### src/scb_pkg.sv
package scb_pkg;

	// Defaults for the top-level parameters
	localparam int MAX_PINS_DEF  = 32;
	localparam int ENDPOINTS_DEF = 2;

	// Fixed field widths
	localparam int BYTE_BITS   = 8;
	localparam int BIT_IDX_W   = $clog2(BYTE_BITS);
	localparam int POS_W       = 8;
	localparam int CFG_IDX_W   = 3;
	localparam int CFG_DATA_W  = 8;
	localparam int SLOT_IN_W   = 5;
	localparam int BUTTON_IN_W = 7;
	localparam int BUTTON_W    = 6;
	localparam int VALUE_W     = 16;
	localparam int ENTRY_W     = BUTTON_IN_W + VALUE_W;
	localparam int PINS_W      = 6;
	localparam int EPCOUNT_W   = 2;

	// Queue depths
	localparam int JQ_DEPTH    = 4;
	localparam int JQ_PTR_W    = $clog2(JQ_DEPTH);
	localparam int JQ_CNT_W    = $clog2(JQ_DEPTH + 1);
	localparam int OQ_DEPTH    = 16;
	localparam int OQ_PTR_W    = $clog2(OQ_DEPTH);
	localparam int OQ_CNT_W    = $clog2(OQ_DEPTH + 1);

	// Action codes
	localparam logic [1:0] ACT_START = 2'd0;
	localparam logic [1:0] ACT_BIT   = 2'd1;
	localparam logic [1:0] ACT_MAP   = 2'd2;

	// Configuration register indexes
	localparam logic [CFG_IDX_W-1:0] CFG_CHAIN_LENGTH   = 3'd0;
	localparam logic [CFG_IDX_W-1:0] CFG_DESCENDING     = 3'd1;
	localparam logic [CFG_IDX_W-1:0] CFG_ENDPOINT_COUNT = 3'd2;
	localparam logic [CFG_IDX_W-1:0] CFG_SKIP_FIRST     = 3'd3;
	localparam logic [CFG_IDX_W-1:0] CFG_PINS_FIRST     = 3'd4;
	localparam logic [CFG_IDX_W-1:0] CFG_SKIP_SECOND    = 3'd5;
	localparam logic [CFG_IDX_W-1:0] CFG_PINS_SECOND    = 3'd6;

	// Configuration reset values
	localparam logic [POS_W-1:0]     RST_CHAIN_LENGTH   = 8'd16;
	localparam logic [EPCOUNT_W-1:0] RST_ENDPOINT_COUNT = 2'd1;
	localparam logic [PINS_W-1:0]    RST_PINS           = 6'd16;

	// Position ranges owned by each endpoint
	typedef struct packed {
		logic             en0;
		logic             en1;
		logic [POS_W-1:0] start0;
		logic [POS_W-1:0] end0;
		logic [POS_W-1:0] start1;
		logic [POS_W-1:0] end1;
	} bounds_t;

	typedef struct packed {
		logic             hit;
		logic             ep;
		logic [POS_W-1:0] off;
	} loc_t;

	// One unit of work for the lookup sequencer
	typedef struct packed {
		logic                 is_write;
		logic [BYTE_BITS-1:0] mask;
		logic [POS_W-1:0]     base;
		logic                 wr_ep;
		logic [SLOT_IN_W-1:0] wr_slot;
		logic [ENTRY_W-1:0]   wr_entry;
	} job_t;

	typedef struct packed {
		logic                endpoint;
		logic [BUTTON_W-1:0] button;
		logic [VALUE_W-1:0]  value;
		logic                last;
	} result_t;

	// Endpoint and slot owning a logical position
	function automatic loc_t locate(bounds_t b, logic [POS_W-1:0] pos);
		loc_t r;
		r.hit = 1'b0;
		r.ep  = 1'b0;
		r.off = '0;
		if (b.en0 && pos >= b.start0 && pos < b.end0) begin
			r.hit = 1'b1;
			r.off = pos - b.start0;
		end else if (b.en1 && pos >= b.start1 && pos < b.end1) begin
			r.hit = 1'b1;
			r.ep  = 1'b1;
			r.off = pos - b.start1;
		end
		return r;
	endfunction

endpackage

### src/scb_layout.sv
module scb_layout #(
	parameter int MAX_PINS  = scb_pkg::MAX_PINS_DEF,
	parameter int ENDPOINTS = scb_pkg::ENDPOINTS_DEF
) (
	input  logic                           clk,
	input  logic                           arst_n,
	input  logic                           cfg_we,
	input  logic [scb_pkg::CFG_IDX_W-1:0]  cfg_index,
	input  logic [scb_pkg::CFG_DATA_W-1:0] cfg_data,
	output logic                           descending,
	output scb_pkg::bounds_t               bounds
);
	import scb_pkg::*;

	logic [POS_W-1:0]     chain_length_q;
	logic                 descending_q;
	logic [EPCOUNT_W-1:0] endpoint_count_q;
	logic [POS_W-1:0]     skip_first_q;
	logic [PINS_W-1:0]    pins_first_q;
	logic [POS_W-1:0]     skip_second_q;
	logic [PINS_W-1:0]    pins_second_q;

	logic [POS_W-1:0] pins0_sat;
	logic [POS_W-1:0] pins1_sat;
	logic [POS_W-1:0] avail0;
	logic [POS_W-1:0] avail1;
	logic [POS_W-1:0] cnt0;
	logic [POS_W-1:0] cnt1;
	logic [POS_W-1:0] start1;
	logic [POS_W-1:0] end0;
	logic             ep0_on;
	logic             ep1_on;

	// Configuration registers
	always_ff @(posedge clk or negedge arst_n) begin
		if (!arst_n) begin
			chain_length_q   <= RST_CHAIN_LENGTH;
			descending_q     <= 1'b0;
			endpoint_count_q <= RST_ENDPOINT_COUNT;
			skip_first_q     <= '0;
			pins_first_q     <= RST_PINS;
			skip_second_q    <= '0;
			pins_second_q    <= RST_PINS;
		end else if (cfg_we) begin
			unique case (cfg_index)
				CFG_CHAIN_LENGTH:   chain_length_q   <= cfg_data;
				CFG_DESCENDING:     descending_q     <= cfg_data[0];
				CFG_ENDPOINT_COUNT: endpoint_count_q <= cfg_data[EPCOUNT_W-1:0];
				CFG_SKIP_FIRST:     skip_first_q     <= cfg_data;
				CFG_PINS_FIRST:     pins_first_q     <= cfg_data[PINS_W-1:0];
				CFG_SKIP_SECOND:    skip_second_q    <= cfg_data;
				CFG_PINS_SECOND:    pins_second_q    <= cfg_data[PINS_W-1:0];
				default: ;
			endcase
		end
	end

	// Endpoint ranges: skips and pins both use up the chain length
	always_comb begin
		pins0_sat = (POS_W'(pins_first_q) > POS_W'(MAX_PINS)) ?
			POS_W'(MAX_PINS) : POS_W'(pins_first_q);
		pins1_sat = (POS_W'(pins_second_q) > POS_W'(MAX_PINS)) ?
			POS_W'(MAX_PINS) : POS_W'(pins_second_q);

		ep0_on = (endpoint_count_q != '0) && (skip_first_q < chain_length_q);
		avail0 = chain_length_q - skip_first_q;
		cnt0   = (avail0 > pins0_sat) ? pins0_sat : avail0;
		end0   = skip_first_q + cnt0;

		ep1_on = (ENDPOINTS >= 2) && (32'(endpoint_count_q) >= 2) && ep0_on
			&& (skip_second_q < (chain_length_q - end0));
		start1 = end0 + skip_second_q;
		avail1 = chain_length_q - start1;
		cnt1   = (avail1 > pins1_sat) ? pins1_sat : avail1;

		bounds.en0    = ep0_on;
		bounds.en1    = ep1_on;
		bounds.start0 = skip_first_q;
		bounds.end0   = end0;
		bounds.start1 = start1;
		bounds.end1   = start1 + cnt1;
	end

	assign descending = descending_q;

endmodule

### src/scb_front.sv
module scb_front #(
	parameter int MAX_PINS  = scb_pkg::MAX_PINS_DEF,
	parameter int ENDPOINTS = scb_pkg::ENDPOINTS_DEF
) (
	input  logic                                  clk,
	input  logic                                  arst_n,
	input  logic                                  in_valid,
	output logic                                  in_stall,
	input  logic [1:0]                            action,
	input  logic                                  data_level,
	input  logic                                  map_endpoint,
	input  logic [scb_pkg::SLOT_IN_W-1:0]         map_slot,
	input  logic signed [scb_pkg::BUTTON_IN_W-1:0] map_button,
	input  logic signed [scb_pkg::VALUE_W-1:0]    map_value,
	input  logic                                  descending,
	input  scb_pkg::bounds_t                      bounds,
	output logic                                  job_valid,
	output scb_pkg::job_t                         job,
	input  logic                                  job_pop
);
	import scb_pkg::*;

	// Input register
	logic                   valid_s1;
	logic [1:0]             action_s1;
	logic                   level_s1;
	logic                   map_ep_s1;
	logic [SLOT_IN_W-1:0]   map_slot_s1;
	logic [ENTRY_W-1:0]     map_entry_s1;

	// Scan state
	logic [POS_W-1:0]       bit_pos_q;
	logic [BYTE_BITS-1:0]   byte_buf_q;

	// Job queue
	job_t                   jq_q [JQ_DEPTH];
	logic [JQ_PTR_W-1:0]    jq_wr_ptr_q;
	logic [JQ_PTR_W-1:0]    jq_rd_ptr_q;
	logic [JQ_CNT_W-1:0]    jq_count_q;

	logic                   pressed;
	logic [BIT_IDX_W-1:0]   k;
	logic                   byte_end;
	logic [BYTE_BITS-1:0]   nb;
	logic [POS_W-1:0]       base_desc;
	logic [BYTE_BITS-1:0]   mask_desc;
	logic [BYTE_BITS-1:0]   mask_asc;
	loc_t                   loc_asc;
	job_t                   new_job;
	logic                   jq_push;

	assign in_stall = jq_count_q >= JQ_CNT_W'(JQ_DEPTH - 1);

	always_ff @(posedge clk or negedge arst_n) begin
		if (!arst_n) begin
			valid_s1 <= 1'b0;
		end else begin
			valid_s1 <= in_valid && !in_stall;
		end
	end

	always_ff @(posedge clk) begin
		if (in_valid && !in_stall) begin
			action_s1    <= action;
			level_s1     <= data_level;
			map_ep_s1    <= map_endpoint;
			map_slot_s1  <= map_slot;
			map_entry_s1 <= {map_button, map_value};
		end
	end

	// Positions that report in this transaction
	always_comb begin
		loc_t loc_i;
		pressed   = !level_s1;
		k         = bit_pos_q[BIT_IDX_W-1:0];
		byte_end  = (k == BIT_IDX_W'(BYTE_BITS - 1));
		nb        = byte_buf_q | (BYTE_BITS'(pressed) << k);
		base_desc = bit_pos_q & ~POS_W'(BYTE_BITS - 1);
		loc_asc   = locate(bounds, bit_pos_q);
		mask_asc  = BYTE_BITS'(pressed && loc_asc.hit);
		// reversed byte: bit received last is reported first
		for (int i = 0; i < BYTE_BITS; i++) begin
			loc_i = locate(bounds, base_desc + POS_W'(i));
			mask_desc[i] = nb[BYTE_BITS-1-i] && loc_i.hit;
		end
	end

	// Job build
	always_comb begin
		jq_push          = 1'b0;
		new_job.is_write = 1'b0;
		new_job.mask     = mask_asc;
		new_job.base     = bit_pos_q;
		new_job.wr_ep    = map_ep_s1;
		new_job.wr_slot  = map_slot_s1;
		new_job.wr_entry = map_entry_s1;
		if (valid_s1) begin
			unique case (action_s1)
				ACT_BIT: begin
					if (!descending) begin
						jq_push = (mask_asc != '0);
					end else begin
						new_job.mask = mask_desc;
						new_job.base = base_desc;
						jq_push      = byte_end && (mask_desc != '0);
					end
				end
				ACT_MAP: begin
					new_job.is_write = 1'b1;
					jq_push = (32'(map_ep_s1) < ENDPOINTS) && (32'(map_slot_s1) < MAX_PINS);
				end
				default: ;
			endcase
		end
	end

	// Bit counter and byte buffer
	always_ff @(posedge clk or negedge arst_n) begin
		if (!arst_n) begin
			bit_pos_q  <= '0;
			byte_buf_q <= '0;
		end else if (valid_s1) begin
			unique case (action_s1)
				ACT_START: begin
					bit_pos_q  <= '0;
					byte_buf_q <= '0;
				end
				ACT_BIT: begin
					bit_pos_q <= bit_pos_q + POS_W'(1);
					if (descending) begin
						byte_buf_q <= byte_end ? '0 : nb;
					end
				end
				default: ;
			endcase
		end
	end

	// Job queue pointers
	always_ff @(posedge clk or negedge arst_n) begin
		if (!arst_n) begin
			jq_wr_ptr_q <= '0;
			jq_rd_ptr_q <= '0;
			jq_count_q  <= '0;
		end else begin
			if (jq_push) begin
				jq_wr_ptr_q <= jq_wr_ptr_q + JQ_PTR_W'(1);
			end
			if (job_pop) begin
				jq_rd_ptr_q <= jq_rd_ptr_q + JQ_PTR_W'(1);
			end
			if (jq_push && !job_pop) begin
				jq_count_q <= jq_count_q + JQ_CNT_W'(1);
			end else if (!jq_push && job_pop) begin
				jq_count_q <= jq_count_q - JQ_CNT_W'(1);
			end
		end
	end

	always_ff @(posedge clk) begin
		if (jq_push) begin
			jq_q[jq_wr_ptr_q] <= new_job;
		end
	end

	assign job_valid = (jq_count_q != '0);
	assign job       = jq_q[jq_rd_ptr_q];

	// Checks
	a_jq_no_overflow: assert property (@(posedge clk) disable iff (!arst_n)
		(jq_push && !job_pop) |-> (jq_count_q < JQ_CNT_W'(JQ_DEPTH)))
		else $error("job queue overflow");

	a_jq_pop_nonempty: assert property (@(posedge clk) disable iff (!arst_n)
		job_pop |-> job_valid)
		else $error("job popped from empty queue");

endmodule

### src/scb_lookup.sv
module scb_lookup #(
	parameter int MAX_PINS  = scb_pkg::MAX_PINS_DEF,
	parameter int ENDPOINTS = scb_pkg::ENDPOINTS_DEF
) (
	input  logic                               clk,
	input  logic                               arst_n,
	input  scb_pkg::bounds_t                   bounds,
	input  logic                               job_valid,
	input  scb_pkg::job_t                      job,
	output logic                               job_pop,
	output logic                               out_valid,
	input  logic                               out_stall,
	output logic                               endpoint,
	output logic [scb_pkg::BUTTON_W-1:0]       button,
	output logic signed [scb_pkg::VALUE_W-1:0] value,
	output logic                               last
);
	import scb_pkg::*;

	localparam int MAP_DEPTH = ENDPOINTS * MAX_PINS;
	localparam int ADDR_W    = (MAP_DEPTH > 1) ? $clog2(MAP_DEPTH) : 1;

	// Pin map
	logic [ENTRY_W-1:0]   map_mem [MAP_DEPTH];

	logic [BYTE_BITS-1:0] done_q;
	logic [BYTE_BITS-1:0] rem;
	logic [BYTE_BITS-1:0] onehot;
	logic [BYTE_BITS-1:0] rest;
	logic [BIT_IDX_W-1:0] sel;
	logic [POS_W-1:0]     pos;
	loc_t                 loc;
	logic [ADDR_W-1:0]    rd_addr;
	logic [ADDR_W-1:0]    wr_addr;
	logic                 can_issue;
	logic                 issue_rd;
	logic                 do_wr;

	// Read stage
	logic                 valid_s2;
	logic                 end_s2;
	logic                 ep_s2;
	logic [ENTRY_W-1:0]   rdata_s2;
	logic                 cand;

	// Held result, waiting to learn whether it is the last one
	logic                 h_valid_q;
	logic                 h_fin_q;
	logic                 h_ep_q;
	logic [BUTTON_W-1:0]  h_button_q;
	logic [VALUE_W-1:0]   h_value_q;
	logic                 push;
	logic                 push_last;

	// Output queue
	result_t              oq_q [OQ_DEPTH];
	logic [OQ_PTR_W-1:0]  oq_wr_ptr_q;
	logic [OQ_PTR_W-1:0]  oq_rd_ptr_q;
	logic [OQ_CNT_W-1:0]  oq_count_q;
	logic                 pop;
	result_t              head;

	// Pick the lowest pending position of the head job
	always_comb begin
		rem = job.mask & ~done_q;
		sel = '0;
		for (int i = BYTE_BITS - 1; i >= 0; i--) begin
			if (rem[i]) begin
				sel = BIT_IDX_W'(i);
			end
		end
		onehot  = BYTE_BITS'(1) << sel;
		rest    = rem & ~onehot;
		pos     = job.base + POS_W'(sel);
		loc     = locate(bounds, pos);
		rd_addr = ADDR_W'(32'(loc.ep) * MAX_PINS + 32'(loc.off));
		wr_addr = ADDR_W'(32'(job.wr_ep) * MAX_PINS + 32'(job.wr_slot));
	end

	// Room for the new lookup plus the read stage and the held result
	assign can_issue = oq_count_q <= OQ_CNT_W'(OQ_DEPTH - 3);
	assign issue_rd  = job_valid && !job.is_write && can_issue;
	assign do_wr     = job_valid && job.is_write;
	assign job_pop   = do_wr || (issue_rd && (rest == '0));

	always_ff @(posedge clk or negedge arst_n) begin
		if (!arst_n) begin
			done_q   <= '0;
			valid_s2 <= 1'b0;
		end else begin
			valid_s2 <= issue_rd;
			if (job_pop) begin
				done_q <= '0;
			end else if (issue_rd) begin
				done_q <= done_q | onehot;
			end
		end
	end

	// Map write and registered read
	always_ff @(posedge clk) begin
		if (do_wr) begin
			map_mem[wr_addr] <= job.wr_entry;
		end
		if (issue_rd) begin
			rdata_s2 <= map_mem[rd_addr];
			ep_s2    <= loc.ep;
			end_s2   <= (rest == '0);
		end
	end

	// A mapped button gives a report
	assign cand      = valid_s2 && !rdata_s2[ENTRY_W-1];
	assign push      = h_valid_q && (h_fin_q || cand || (valid_s2 && end_s2));
	assign push_last = h_fin_q || (valid_s2 && end_s2 && !cand);

	always_ff @(posedge clk or negedge arst_n) begin
		if (!arst_n) begin
			h_valid_q <= 1'b0;
			h_fin_q   <= 1'b0;
		end else if (cand) begin
			h_valid_q <= 1'b1;
			h_fin_q   <= end_s2;
		end else if (push) begin
			h_valid_q <= 1'b0;
			h_fin_q   <= 1'b0;
		end
	end

	always_ff @(posedge clk) begin
		if (cand) begin
			h_ep_q     <= ep_s2;
			h_button_q <= rdata_s2[VALUE_W+BUTTON_W-1:VALUE_W];
			h_value_q  <= rdata_s2[VALUE_W-1:0];
		end
	end

	// Output queue
	assign out_valid = (oq_count_q != '0);
	assign pop       = out_valid && !out_stall;
	assign head      = oq_q[oq_rd_ptr_q];
	assign endpoint  = head.endpoint;
	assign button    = head.button;
	assign value     = head.value;
	assign last      = head.last;

	always_ff @(posedge clk or negedge arst_n) begin
		if (!arst_n) begin
			oq_wr_ptr_q <= '0;
			oq_rd_ptr_q <= '0;
			oq_count_q  <= '0;
		end else begin
			if (push) begin
				oq_wr_ptr_q <= oq_wr_ptr_q + OQ_PTR_W'(1);
			end
			if (pop) begin
				oq_rd_ptr_q <= oq_rd_ptr_q + OQ_PTR_W'(1);
			end
			if (push && !pop) begin
				oq_count_q <= oq_count_q + OQ_CNT_W'(1);
			end else if (!push && pop) begin
				oq_count_q <= oq_count_q - OQ_CNT_W'(1);
			end
		end
	end

	always_ff @(posedge clk) begin
		if (push) begin
			oq_q[oq_wr_ptr_q] <= '{endpoint: h_ep_q, button: h_button_q,
				value: h_value_q, last: push_last};
		end
	end

	// Checks
	a_oq_no_overflow: assert property (@(posedge clk) disable iff (!arst_n)
		(push && !pop) |-> (oq_count_q < OQ_CNT_W'(OQ_DEPTH)))
		else $error("output queue overflow");

	a_end_empty_flushes: assert property (@(posedge clk) disable iff (!arst_n)
		(valid_s2 && end_s2 && !cand) |=> !h_valid_q)
		else $error("held result kept after end of transaction");

	a_end_cand_final: assert property (@(posedge clk) disable iff (!arst_n)
		(valid_s2 && end_s2 && cand) |=> (h_valid_q && h_fin_q))
		else $error("last report of transaction not marked final");

endmodule

### src/shift_chain_button_scanner.sv
// A reversed byte releases its reports one per cycle while the lookup has output-queue room, the
// output rate set by the single map read port. Throughput: one input transaction per cycle while
// in_stall is low; one report per cycle through an output queue while out_stall is low.
// Reset: asynchronous, active low; clears configuration to defaults, the scan position, the
// byte buffer and all queues. The pin map is not cleared and holds nothing until written.
module shift_chain_button_scanner #(
	parameter int MAX_PINS  = scb_pkg::MAX_PINS_DEF,
	parameter int ENDPOINTS = scb_pkg::ENDPOINTS_DEF
) (
	input  logic                                   clk,
	input  logic                                   arst_n,
	input  logic                                   cfg_we,
	input  logic [scb_pkg::CFG_IDX_W-1:0]          cfg_index,
	input  logic [scb_pkg::CFG_DATA_W-1:0]         cfg_data,
	input  logic                                   in_valid,
	output logic                                   in_stall,
	input  logic [1:0]                             action,
	input  logic                                   data_level,
	input  logic                                   map_endpoint,
	input  logic [scb_pkg::SLOT_IN_W-1:0]          map_slot,
	input  logic signed [scb_pkg::BUTTON_IN_W-1:0] map_button,
	input  logic signed [scb_pkg::VALUE_W-1:0]     map_value,
	output logic                                   out_valid,
	input  logic                                   out_stall,
	output logic                                   endpoint,
	output logic [scb_pkg::BUTTON_W-1:0]           button,
	output logic signed [scb_pkg::VALUE_W-1:0]     value,
	output logic                                   last
);
	import scb_pkg::*;

	logic    descending;
	bounds_t bounds;
	logic    job_valid;
	job_t    job;
	logic    job_pop;

	scb_layout #(
		.MAX_PINS  (MAX_PINS),
		.ENDPOINTS (ENDPOINTS)
	) u_layout (
		.clk        (clk),
		.arst_n     (arst_n),
		.cfg_we     (cfg_we),
		.cfg_index  (cfg_index),
		.cfg_data   (cfg_data),
		.descending (descending),
		.bounds     (bounds)
	);

	scb_front #(
		.MAX_PINS  (MAX_PINS),
		.ENDPOINTS (ENDPOINTS)
	) u_front (
		.clk          (clk),
		.arst_n       (arst_n),
		.in_valid     (in_valid),
		.in_stall     (in_stall),
		.action       (action),
		.data_level   (data_level),
		.map_endpoint (map_endpoint),
		.map_slot     (map_slot),
		.map_button   (map_button),
		.map_value    (map_value),
		.descending   (descending),
		.bounds       (bounds),
		.job_valid    (job_valid),
		.job          (job),
		.job_pop      (job_pop)
	);

	scb_lookup #(
		.MAX_PINS  (MAX_PINS),
		.ENDPOINTS (ENDPOINTS)
	) u_lookup (
		.clk       (clk),
		.arst_n    (arst_n),
		.bounds    (bounds),
		.job_valid (job_valid),
		.job       (job),
		.job_pop   (job_pop),
		.out_valid (out_valid),
		.out_stall (out_stall),
		.endpoint  (endpoint),
		.button    (button),
		.value     (value),
		.last      (last)
	);

endmodule
### config.mk
export PLATFORM = sky130hd
export DESIGN_NAME = shift_chain_button_scanner
export DESIGN_NICKNAME = d
export VERILOG_FILES = /design/src/scb_pkg.sv /design/src/scb_layout.sv /design/src/scb_front.sv /design/src/scb_lookup.sv /design/src/shift_chain_button_scanner.sv
export SDC_FILE = /design/constraint.sdc
export NUM_CORES = 2
export LEC_CHECK = 0
export ABC_AREA = 1
export BUFFER_PORTS_ARGS = -buffer_cell sky130_fd_sc_hd__buf_2
export CORE_MARGIN = 2
export CORE_UTILIZATION = 32
export DETAILED_ROUTE_END_ITERATION = 8
export SLEW_MARGIN = 20
export SYNTH_ARGS = -nofsm -noshare
export SYNTH_HDL_FRONTEND = slang
export SYNTH_SLANG_ARGS = --single-unit
### constraint.sdc
create_clock -name clk -period 19.62 [get_ports clk]
set_clock_uncertainty 0.1 [all_clocks]
set_input_delay 0 -clock clk [delete_from_list [all_inputs] [get_ports clk]]
set_output_delay 0 -clock clk [all_outputs]
set_load 0.03 [all_outputs]
# Yosys cells after proc, flatten, opt, wreduce, memory -nomap -nowiden
# Memory sizes are Yosys's and may differ from the RTL's. A register that Yosys moved wholly into a read port is not among the register bits.
# Index checks and enable logic that the tools add are counted.
# totals
regBits,144
ram_bits,2040
out_inout_bits,26
memories,3
# classes
n_addsub,36
n_lt_le_gt_ge,49
eq_ne,10
shift,2
n_mux,59
n_bitwise,6
reduce_logical,102
# memory_table
name,depth,width,rd,rd_clocked_by_memory_dff,write_ports,line_no,text
u_lookup.map_mem,64,23,1,1,1,scb_lookup.sv:24,logic [ENTRY_W-1:0] map_mem [MAP_DEPTH];
u_lookup.oq_q,16,24,1,0,1,scb_lookup.sv:56,result_t oq_q [OQ_DEPTH];
u_front.jq_q,4,46,1,0,1,scb_front.sv:36,job_t jq_q [JQ_DEPTH];
# ops
op,count
8-bit < comparator,22
8-bit greater-or-equal comparator,20
8-bit subtractor,13
10-bit two-way mux,9
1-bit logical AND,67
8-bit two-way mux,6
"8-bit by 3-bit adder with 8-bit output, second input constant",4
16-bit two-way mux,2
8-bit case mux with 2 select lines,2
3-bit two-way mux,10
8-bit adder,3
1-bit two-way mux,22
6-bit two-way mux,3
17-bit two-way mux,1
"8-bit by 1-bit adder with 8-bit output, second input constant",2
"8-bit by 2-bit adder with 8-bit output, second input constant",2
8-bit AND,2
8-bit > comparator,2
8-bit NOT,2
8-bit OR,2
2-bit AND reduction,8
"3-bit == test, second input constant",4
"6-bit > comparator, second input constant",2
2-bit nonzero test,6
32 further kinds,48

# Depth between registers and ports, before layout
# depth
depth_word,24
mapped_depth,70
ltp_nobuf,70

# Modules after synthesis
# From an unflattened synthesis, not the netlist that was laid out.
# hier_totals
hier_cells,9104
area_unflattened_um2,98376.9
# modules_own_cells
module,instances,cells_per_inst,area_each_um2,seq_area_each_um2
scb_lookup,1,7586,83570.2,57775.4
scb_front,1,974,10732.8,7086.8
scb_layout,1,544,4073.9,980.9

# Worst setup path before layout
# OpenSTA, ideal clock, no wires.
# synth_timing
path_type,register to register
startpoint,reg u_layout.skip_first_q[1]
endpoint,mem u_front.jq_q[0][0] in the netlist's numbering (enable)
setup_time_ns,0.450
arrival_time_ns,10.619
required_ns,19.070
slack_ns,8.452
stages_incl_launch_ff,59
path_buffers,0
period_less_slack_ns,11.168
path_cell_list,dfrtp_1 -> inv_1 -> ha_1 -> inv_1 -> o31ai_1 -> a21oi_1 -> o21bai_1 -> xor2_1 -> ha_1 -> a21oi_1 -> o21ai_0 -> o31ai_1 -> nand3_1 -> o21ai_0 -> ha_1 -> inv_1 -> fa_1 -> nand3b_1 -> (+23 left out) -> a21oi_1 -> o21ai_0 -> nand3_1 -> nand2_1 -> a21oi_1 -> xnor2_1 -> ha_1 -> inv_1 -> o21bai_1 -> nor2_2 -> nand3_1 -> o21ai_0 -> nand2_1 -> o21bai_1 -> inv_1 -> nand2_1 -> nand2_1 -> nor2_1
# synth_between
elab_chain_cells,21
word_cells_on_any_way,121
cone_classes,add/sub (6); order compare (40); mux (25); reduce/logical (50)
# synth_rtl
item,line_no,text
start: declaration,scb_layout.sv:18,logic [POS_W-1:0] skip_first_q;
start signal: assignment,scb_layout.sv:49,CFG_SKIP_FIRST: skip_first_q <= cfg_data;
8-bit subtractor,scb_layout.sv:66,avail0 = chain_length_q - skip_first_q;
8-bit > comparator,scb_layout.sv:67,cnt0 = (avail0 > pins0_sat) ? pins0_sat : avail0;
8-bit two-way mux,scb_layout.sv:67,
8-bit adder,scb_layout.sv:68,end0 = skip_first_q + cnt0;
8-bit adder,scb_layout.sv:72,start1 = end0 + skip_second_q;
8-bit subtractor,scb_layout.sv:73,avail1 = chain_length_q - start1;
8-bit > comparator,scb_layout.sv:74,cnt1 = (avail1 > pins1_sat) ? pins1_sat : avail1;
8-bit two-way mux,scb_layout.sv:74,
(+5 left out),-,
1-bit logical AND,scb_front.sv:85,mask_desc[i] = nb[BYTE_BITS-1-i] && loc_i.hit;
8-bit nonzero test,scb_front.sv:106,jq_push = byte_end && (mask_desc != '0);
1-bit logical AND,scb_front.sv:106,
1-bit two-way mux *,scb_front.sv:101,if (!descending) begin
1-bit case mux with 2 select lines *,scb_front.sv:99,unique case (action_s1)
1-bit two-way mux *,scb_front.sv:98,if (valid_s1) begin
1-bit two-way mux *,scb_front.sv:162,if (jq_push) begin
1-bit two-way mux (not written as such) *,scb_front.sv:163,jq_q[jq_wr_ptr_q] <= new_job;
end: declaration,scb_front.sv:36,
# Mark *: on every way between the ends. The rest lies on a longest branch, timed or not.

# Worst setup path in the final report
# layout_timing
startpoint,reg u_layout.skip_first_q[1]
endpoint,"reg u_lookup.rdata_s2[13], read port of u_lookup.map_mem, data pin"
# layout_between
elab_chain_cells,14
word_cells_on_any_way,29
cone_classes,add/sub (9); order compare (8); mux (5); reduce/logical (7)
# layout_rtl
item,line_no,text
8-bit subtractor,scb_layout.sv:66,
8-bit > comparator,scb_layout.sv:67,
8-bit two-way mux,scb_layout.sv:67,
8-bit adder,scb_layout.sv:68,
8-bit adder,scb_layout.sv:72,
8-bit subtractor,scb_layout.sv:73,
8-bit > comparator,scb_layout.sv:74,
8-bit two-way mux,scb_layout.sv:74,
8-bit adder,scb_layout.sv:81,bounds.end1 = start1 + cnt1;
8-bit < comparator,scb_pkg.sv:90,end else if (b.en1 && pos >= b.start1 && pos < b.end1) begin
1-bit logical AND,scb_pkg.sv:90,
9-bit two-way mux,scb_pkg.sv:90,
6-bit two-way mux or 1-bit two-way mux (tied branches),scb_pkg.sv:87,if (b.en0 && pos >= b.start0 && pos < b.end0) begin
6-bit adder *,scb_lookup.sv:76,rd_addr = ADDR_W'(32'(loc.ep) * MAX_PINS + 32'(loc.off));
end: declaration,scb_lookup.sv:43,logic [ENTRY_W-1:0] rdata_s2;
# Marks and branches as above.
# A chain may end at the register's enable or synchronous reset.

==> flow_summary.yaml <==
synthesis:
  synth-simple-area-share: 0.1914
  synth_cell_types: 64
  ys.warnings.count: 0
  yosys-top-cells-count: "edfxtp_1, nand3_1, nand2_1"
  synthXorXnorAreaFrac: 0.004117
  ys_seq_area_frac: 0.6729
  yosys.area.top_type: "edfxtp_1"
  synthTopCellsByArea: "edfxtp_1, nand3_1, nand2_1"
  synth_most_common_cell: "edfxtp_1"
  synth_edf_count: 2120
  syn_area_per_cell_um2: 11.45
  async_reset_ff_frac: 0.03942
  yosys.area_share.adder: 0.02002
  synth_compound_area_frac: 0.03843
  ys.flop_type: "edfxtp_1"
  synth_top_family_by_area: "simple AND/OR/NAND/NOR gates"
  ys_ff_latch: 2207
  syn_inst: 8549
  yosys.area.top_type_share: 0.6506
  muxShareOfSynthArea: 0.007173
  synth_area_um2: 97860
cts:
  cts_inserted_buffers: 229
  cts_tree: "yes"
  clockRootBuffer: "clkbuf_16"
  cts_setup_buffers: 0
  cts_buffer_depth: 4
  clk_pin_slew_ns: 0.06
  h-tree-depth: 4
  clkLatencyLatePin_ns: 0.90
  clock_sinks: 2207
global_route:
  antenna_found_initial: 13
  use_met2: 0.2811
  overflow: 0
  grt_pass1_wl_mm: 409.9
  use_met1: 0.2448
  grt_pass1_vias: 63730
  busiest_layer: "met2"
  grt_usage: 0.1742
  grt_max_degree: 185
  grt_util_met3: 0.02465
sta:
  max_freq_ghz: 0.06935
  setup_viol: 0
  finalCriticalPeriod_ns: 14.42
  rsz0062_at_grt: "false"
  slew_headroom: 0.1637
  fin_crit_sh: 0.7350
  tns_ns: 0
  worst_pin_slew_ns: 1.248
  setup_slack_ns: 5.200
  slew_viol_final: 0
  hold_viol: 0
drt:
  ant_nets: 0
  vias: 65850
  dr.pass1.iters: 8
  wl_per_cell_um: 21.55
  drc: 0
  wl_mm: 278.0
  viasPerCell: 5.104
  drt_iter0_markers: 7987
power_and_ir_drop:
  p_switching_uw: 8182
  ir_drop_mv: 0.1516
  power.leakage_uw: 0.04132
  p_per_area_nw_per_um2: 172.0
  swShare: 0.4268
  seqPwrFrac: 0.342
  combinationalPowerShare: 0.434
  clockPowerShare: 0.224
  p_int_uw: 10990
cells_and_area:
  fill_cells: 29290
  syn2layout_area_growth_pct: 13.91
  utilization: 0.3654
  drive_above_1_share: 0.08106
  final_cell_area_um2: 111500
  fin_nets: 8812
  fin_cells: 12900
placed_design:
  place_inst: 12380
  pre_cts_ws_ns: 5.405
  hpwl_mm: 149.0
  place_congestion: 0.8670
  place_area_um2: 103000
  portBuffers: 73
status:
  status: "completed"
floorplan:
  ioPinCount: 74
  core_um2: 305000
  die_h_um: 557.0
  rows: 203
  die_area_um2: 310200
  fp.dieW_um: 557.0
  initial_core_util: 0.3208
critical_path:
  crit_family: "simple AND/OR/NAND/NOR gates"
  path_buf_inv: 9
  cp.depth: 59
  worst-setup-path-type: "flop to flop"
  crit_arrival_ns: 14.95
  end_kind: "flop"
  cp_slowest_stage_delay_ns: 0.68
  reg2reg_depth: 59
  slowest_stage: "nand3_4"
  start_kind: "flop"
  cp.required_ns: 20.15
  regToRegSetupSlack_ns: 5.20
  worstPathMaxFanout: 183
  path_common_cell: "nand3_1"
worst_hold_path:
  worst_hold_path.num_cells: 4
  hold_path.class: "primary input to flop"
flow_run:
  cap_violations: 0
==> layout make-up <==
cell class                      count  area [µm²]  area share
Sequential cell                  2207       65850      0.5908
Multi-Input combinational cell   4746       26290      0.2358
Clock buffer                      285        5982     0.05367
Tap cell                         4100        5130     0.04602
Inverter                         1107        4177     0.03747
Timing Repair Buffer              323        2713     0.02434
Clock inverter                    128        1309     0.01174
Antenna cell                        7       17.52   0.0001571
==> worst min-delay path: cells and delay by family <==
kind            cells  cell delay (ns)
compound gates      1             0.20
buf+inv             3             0.79
==> flip-flops by register name (all words and copies together) (netlist names), 3 cells and up <==
signal,cells
u_front.jq_q,184
u_layout.pins_second_q,6
u_layout.chain_length_q,8
u_layout.skip_first_q,8
u_lookup.oq_count_q,5
u_lookup.done_q,8
u_front.map_entry_s1,23
u_lookup.oq_rd_ptr_q,4
u_lookup.h_button_q,6
u_front.bit_pos_q,8
u_lookup.oq_q,384
u_front.jq_count_q,3
u_front.byte_buf_q,8
u_lookup.h_value_q,16
u_lookup.rdata_s2,23
u_layout.skip_second_q,8
u_layout.pins_first_q,6
u_lookup.oq_wr_ptr_q,4
u_front.map_slot_s1,5
u_lookup.map_mem,1472
==> worst paths after layout <==
check                                              start                        end
worst max-delay path            u_layout.skip_first_q[1]      u_lookup.rdata_s2[13]
worst min-delay path                         cfg_data[0]   u_layout.skip_first_q[0]
worst max register to register  u_layout.skip_first_q[1]      u_lookup.rdata_s2[13]
worst min register to register        u_lookup.h_valid_q           u_lookup.h_fin_q
max in group asynchronous                         arst_n    u_lookup.oq_rd_ptr_q[1]
min in group asynchronous                         arst_n  u_layout.pins_second_q[1]
==> metal layers <==
metal  share of wire  wire [µm]
met5         0.00012         34
met4           0.026       7221
met3           0.085      23640
met2            0.46     128400
met1            0.43     118700
==> cell families after synthesis <==
group           Yosys count
simple gates           3861
flops                  2207
buf+inv                1597
compound gates          617
fa+ha+maj               150
mux                      70
xor+xnor                 46
other cells               1
==> power by group through the flow <==
stage	Clock (µW)	Sequential, µW	Combinational, µW
2_1_floorplan	0	6520	5310
3_3_place_gp	0	6640	8070
3_5_place_dp	0	6660	8180
4_1_cts	4350	6560	8220
5_1_grt	4540	6590	9060
6_report	4300	6560	8310
==> repair_timing <==
| item | CTS | global route |
|---|---|---|
| hold buffers | 98 | 0 |
| hold endpoints to repair | 197 | 0 |
| gates resized for setup | 0 | 0 |
==> stage by stage <==
step / hold WS (ns) / power [µW]
6_report: 0.04545 / 19170
5_1_grt: 0.04858 / 20190
4_1_cts: 0.007221 / 19140
3_5_place_dp: -0.06325 / 14840
3_3_place_gp: -0.06911 / 14710
2_1_floorplan: -0.3956 / 11830
==> cells in the final DEF, fill, tap and decap left out, drive strengths merged, types with 8 or more instances in the layout <==
master and count:
edfxtp 2120, nand3 1542, nand2 1309, inv 1107, nand3b 558, nor2 403, o21ai 285, clkbuf 285
buf 226, ha 139, a21oi 103, dlygate4sd3 97, clkinv 97, dfrtp 83, o221ai 72, mux2i 69
o211ai 49, o22ai 40, xor2 30, bufinv 23, nor3 21, o32ai 20, xnor2 16, nand4 12
fa 11, clkinvlp 8
(Power assumes the default switching activity.)
